<file path="src/hdl/obhist_pkg.sv">
package obhist_pkg;

	localparam int IMG_SIZE_DEF   = 512;
	localparam int MAX_ORBIT_DEF  = 8192;
	localparam int COUNT_BITS_DEF = 32;
	localparam int FRAC_BITS_DEF  = 28;

	localparam int REG_W = 14;
	localparam int IDX_W = 4;
	localparam int IN_W  = 88;
	localparam int OUT_W = 120;

	localparam logic [1:0] ACT_SAMPLE = 2'd0;
	localparam logic [1:0] ACT_READ   = 2'd1;
	localparam logic [1:0] ACT_CLEAR  = 2'd2;
	localparam logic [1:0] ACT_UNUSED = 2'd3;

	localparam logic [1:0] PS_EXCLUDED = 2'd0;
	localparam logic [1:0] PS_ACCEPTED = 2'd1;
	localparam logic [1:0] PS_RANGE    = 2'd2;
	localparam logic [1:0] PS_NONE     = 2'd3;

	localparam logic [IDX_W-1:0] CFG_MAX_DEPTH  = 4'd0;
	localparam logic [IDX_W-1:0] CFG_MIN_LENGTH = 4'd1;
	localparam logic [IDX_W-1:0] CFG_RED_LOW    = 4'd2;
	localparam logic [IDX_W-1:0] CFG_RED_HIGH   = 4'd3;
	localparam logic [IDX_W-1:0] CFG_GREEN_LOW  = 4'd4;
	localparam logic [IDX_W-1:0] CFG_GREEN_HIGH = 4'd5;
	localparam logic [IDX_W-1:0] CFG_BLUE_LOW   = 4'd6;
	localparam logic [IDX_W-1:0] CFG_BLUE_HIGH  = 4'd7;

	localparam logic [REG_W-1:0] RST_MAX_DEPTH  = 14'd8000;
	localparam logic [REG_W-1:0] RST_MIN_LENGTH = 14'd500;
	localparam logic [REG_W-1:0] RST_RED_LOW    = 14'd2000;
	localparam logic [REG_W-1:0] RST_RED_HIGH   = 14'd8000;
	localparam logic [REG_W-1:0] RST_GREEN_LOW  = 14'd1300;
	localparam logic [REG_W-1:0] RST_GREEN_HIGH = 14'd5000;
	localparam logic [REG_W-1:0] RST_BLUE_LOW   = 14'd0;
	localparam logic [REG_W-1:0] RST_BLUE_HIGH  = 14'd2000;

endpackage

</file>
<file path="src/hdl/obhist_mul.sv">
module obhist_mul import obhist_pkg::*; #(
	parameter int W = 34
) (
	input  logic                  clk,
	input  logic signed [W-1:0]   a,
	input  logic signed [W-1:0]   b,
	output logic signed [2*W-1:0] p
);

	// one signed product per cycle, registered
	always_ff @(posedge clk) begin
		p <= (2*W)'(a) * (2*W)'(b);
	end

endmodule

</file>
<file path="config.mk">
export PLATFORM = sky130hd
export DESIGN_NAME = obhist_mul
export DESIGN_NICKNAME = d
export VERILOG_FILES = /design/src/hdl/obhist_pkg.sv /design/src/hdl/obhist_mul.sv
export SDC_FILE = /design/constraint.sdc
export NUM_CORES = 2
export LEC_CHECK = 0
export ABC_CLOCK_PERIOD_IN_PS = 12600
export BUFFER_PORTS_ARGS = -buffer_cell sky130_fd_sc_hd__clkbuf_2
export CAP_MARGIN = 20
export CORE_MARGIN = 2
export CORE_UTILIZATION = 55
export CTS_BUF_LIST = sky130_fd_sc_hd__clkbuf_4 sky130_fd_sc_hd__clkbuf_8 sky130_fd_sc_hd__clkbuf_16
export DETAILED_ROUTE_END_ITERATION = 7
export GPL_TIMING_DRIVEN = 0
export PLACE_DENSITY = 0.72
export SKIP_LAST_GASP = 1
export SYNTH_ARGS = -nofsm -noshare
export SYNTH_HDL_FRONTEND = slang
export SYNTH_SLANG_ARGS = --single-unit
export TNS_END_PERCENT = 5
</file>
<file path="constraint.sdc">
create_clock -name clk -period 12.6 [get_ports clk]
set_input_delay 1.89 -clock clk [delete_from_list [all_inputs] [get_ports clk]]
set_output_delay 1.89 -clock clk [all_outputs]
set_load 0.005 [all_outputs]
</file>
* Word-level counts from Yosys, hierarchy flattened *
Cells that the tools add are included.

cells by class
  $mul = 1

operator list
  cell                          count
  multiplier 34 x 34 -> 68 bit  1

word-level totals
  flip-flop bits (word level) = 68
  logic and storage cells = 2

* Longest topological paths before layout *
  word-level depth = 1
  gate-level depth with buffers = 31
  depth with buffers taken out = 29

* Worst setup path after synthesis *
Ideal clock, no wire load.

  path kind = input-to-reg
  start = in a[33]
  end = reg p[65]
  setup time = 0.072 ns
  arrival time = 9.308 ns
  required time = 12.528 ns
  setup slack = 3.220 ns
  stages = 24
  path buffers = 2
  cell sequence = clkbuf_1 nand2_1 inv_1 fa_1 fa_1 fa_1 fa_1 inv_1 fa_1 fa_1 fa_1 fa_1 inv_1 ha_1 clkdlybuf4s50_2 nand3_1 or2_2 nor2_1 a221oi_1 o21ai_0 a31oi_2 nor2_2 o41ai_2 xnor2_1

between the ends
  cells in the longest elaborated chain, start to end = 1

RTL lines
  what                          RTL line          source
  start: declaration            obhist_mul.sv:5   input logic signed [W-1:0] a,
  multiplier 34 x 34 -> 68 bit  obhist_mul.sv:12  p <= (2*W)'(a) * (2*W)'(b);
  end signal: assignment        obhist_mul.sv:12
  end: declaration              obhist_mul.sv:7   output logic signed [2*W-1:0] p

No other way between the ends.

* Worst setup path after layout *
  start = in b[4]
  end = reg p[65]

between the ends
  cells in the longest elaborated chain, start to end = 1

RTL lines
  what                          RTL line          source
  start: declaration            obhist_mul.sv:6   input logic signed [W-1:0] b,
  multiplier 34 x 34 -> 68 bit  obhist_mul.sv:12

No other way between the ends.

==> impl_metrics.toml <==
[status]
outcome = "finished, final reports clean"

[floorplanning]
die_area_mm2 = 0.08049
core_mm2 = 0.07747
die_width_um = 283.7
ios = 137
start_util = 0.5554
num_rows = 102
die_y_um = 283.7

[synth]
synth_common_cells = "fa_1 (1241), inv_1 (1231), and2_1 (621), nand2_1 (542), clkbuf_1 (214)"
synth_area_mm2 = 0.04303
synth_area_per_cell_um2 = 9.448
synth_nets = 6068
synth.yosys.seq_area_share = 0.03164
synth_flop_cell = "dfxtp_1"
yosys.area.top_type_share = 0.5774
post-synth-top-count-cell = "fa_1"
ys_seq_elements = 68
yosys.area.top_type = "fa_1"
synth_edf_count = 0
synth_area_leaders = "fa_1 (58%), inv_1 (11%), and2_1 (9.0%)"
yosys.cell_types.count = 69
ys_warn_count = 0
syn_inst = 4554
async_flop_share = 0

[finish]
top_register = "p"
drive_gt1_frac = 0.04247
area_growth_pct = 5.688
layout.nets = 6218
reg_top3 = "p: 68 flops"
largest_reg_flops = 68

[clock_tree]
cts-buffers-inserted = 9
cts_tree = "built"
clk_pin_slew_worst_paths_ps = 70
cts.repair.resized = 0
post_cts_buffers = 0
clk_path_buf_depth = 2
htree_num_levels = 3
clock_sinks = 68
cts-root-buf = "clkbuf_16"
cts-hold-fix-buffers = 0

[routing]
ant_nets = 0
wl_per_cell_um = 27.47
dr.pass1.iters = 6
routed_wl_um = 158300
post-route-drc-count = 0
detail_route.vias_per_cell = 5.679
drt_iter0_drc = 3079
num_vias = 32730

[global_route]
antenna_found_initial = 25
grtUsageTotal = 0.4093
grt_pass1_vias = 35210
grt_pass1_wl_um = 232800
grt_max_degree = 18
overflow = 0

[job]
drv_cap = 0

[sta]
grt_setup_unrepaired = "no"
max_freq_mhz = 91.74
fin_crit_sh = 0.8651
post-route-min-period_ps = 10900
finalMaxSlewViolations = 0
relSlewSlack = 0.1472
tightest_slew_ps = 1279
tns_ps = 0
setup_viol = 0
whs_ps = 1909
hold_violations = 0

[critical_path]
critPathRequiredTime_ps = 12910
criticalPathCategory = "input port to flop"
critPathLaunchType = "input port"
cp_max_fo = 10
cp-end-kind = "flop"
cp.arrival_ps = 11210

[place]
port_buffers = 130
dp_hpwl_um = 132500
place_congestion = 1.092

[min_path]
min_to = "p[0]"
hp-start = "a[0]"
hold_depth = 2
hold_class = "input port to flop"
cells by family after synthesis:
family,after synthesis,synth area share
buffers and inverters,1460,0.1284
AO/OA/AOI/OAI,206,0.03347
XOR/XNOR,79,0.01608
adder cells (fa/ha/maj),1445,0.6367
AND/OR/NAND/NOR,1296,0.1537
flip-flops,68,0.03164
cell usage in the layout (no fill, tap or decap), drive strengths merged, types with 12 or more instances in the layout:
cell,synthesis,final
diode,0,13
xnor2,56,56
inv,1231,1234
clkbuf,217,356
nand2b,20,20
buf,9,18
nor2,56,56
xor2,23,23
a21o,37,37
and2,623,623
dfxtp,68,68
o21ai,41,41
ha,204,204
a21oi,63,63
nand2,542,542
o21bai,12,12
fa,1241,1241
layer usage:
metal  GRT usage  vias up  share of wire
li1            -    13120              -
met1      0.5214    16910           0.36
met2      0.6144     2122           0.44
met3      0.1165      562           0.12
met4      0.2677       14          0.083
met5           0        -        0.00059
worst max-delay path: stages:
cell and delay (ps):
clkbuf_1 510, clkbuf_1 810, nand2_1 200, fa_1 570, fa_1 500, inv_1 150, fa_1 520, inv_1 60
fa_1 500, fa_1 510, inv_1 50, fa_1 480, fa_1 500, inv_1 70, fa_1 630, inv_1 80
ha_1 400, a21o_1 220, a21o_1 160, a21oi_1 150, o21ai_1 150, a211oi_2 870, o21ai_4 290, a31oi_2 360
nor2_2 90, o41ai_2 250, xnor2_1 200
metrics by stage:
stage,setup slack (ps),util,instance area [um2],cells
2_1_floorplan,3220,-,43030,4554
3_3_place_gp,1363,0.5806,44980,5724
3_5_place_dp,1331,0.5813,45030,5727
4_1_cts,1713,0.5853,45340,5743
5_1_grt,1573,0.5867,45450,5751
6_report,1700,0.5870,45470,5762
cell type report:
cell class	count	area, um2
multi-input combinational	3026	36140
fill	7039	31990
inverter	1232	4624
timing repair buffer	139	803.3
antenna	13	32.53
clock inverter	7	82.58
clock buffer	9	225.2
sequential	68	1361
tap	1040	1301
buffer	228	900.9
worst max path at each step:
stage                      from    end  slack [ps]  cells past startpoint
after floorplan           a[33]  p[65]        3220                     24
after global placement    a[33]  p[65]        1360                     25
after detailed placement  a[33]  p[66]        1330                     23
after CTS                 a[33]  p[66]        1710                     23
after global routing      b[18]  p[65]        1570                     29
final                      b[4]  p[65]        1700                     27
Power is left out: the tool's default activity adds up to more than one toggle a clock period on the data nets, which glitch-free logic cannot reach.
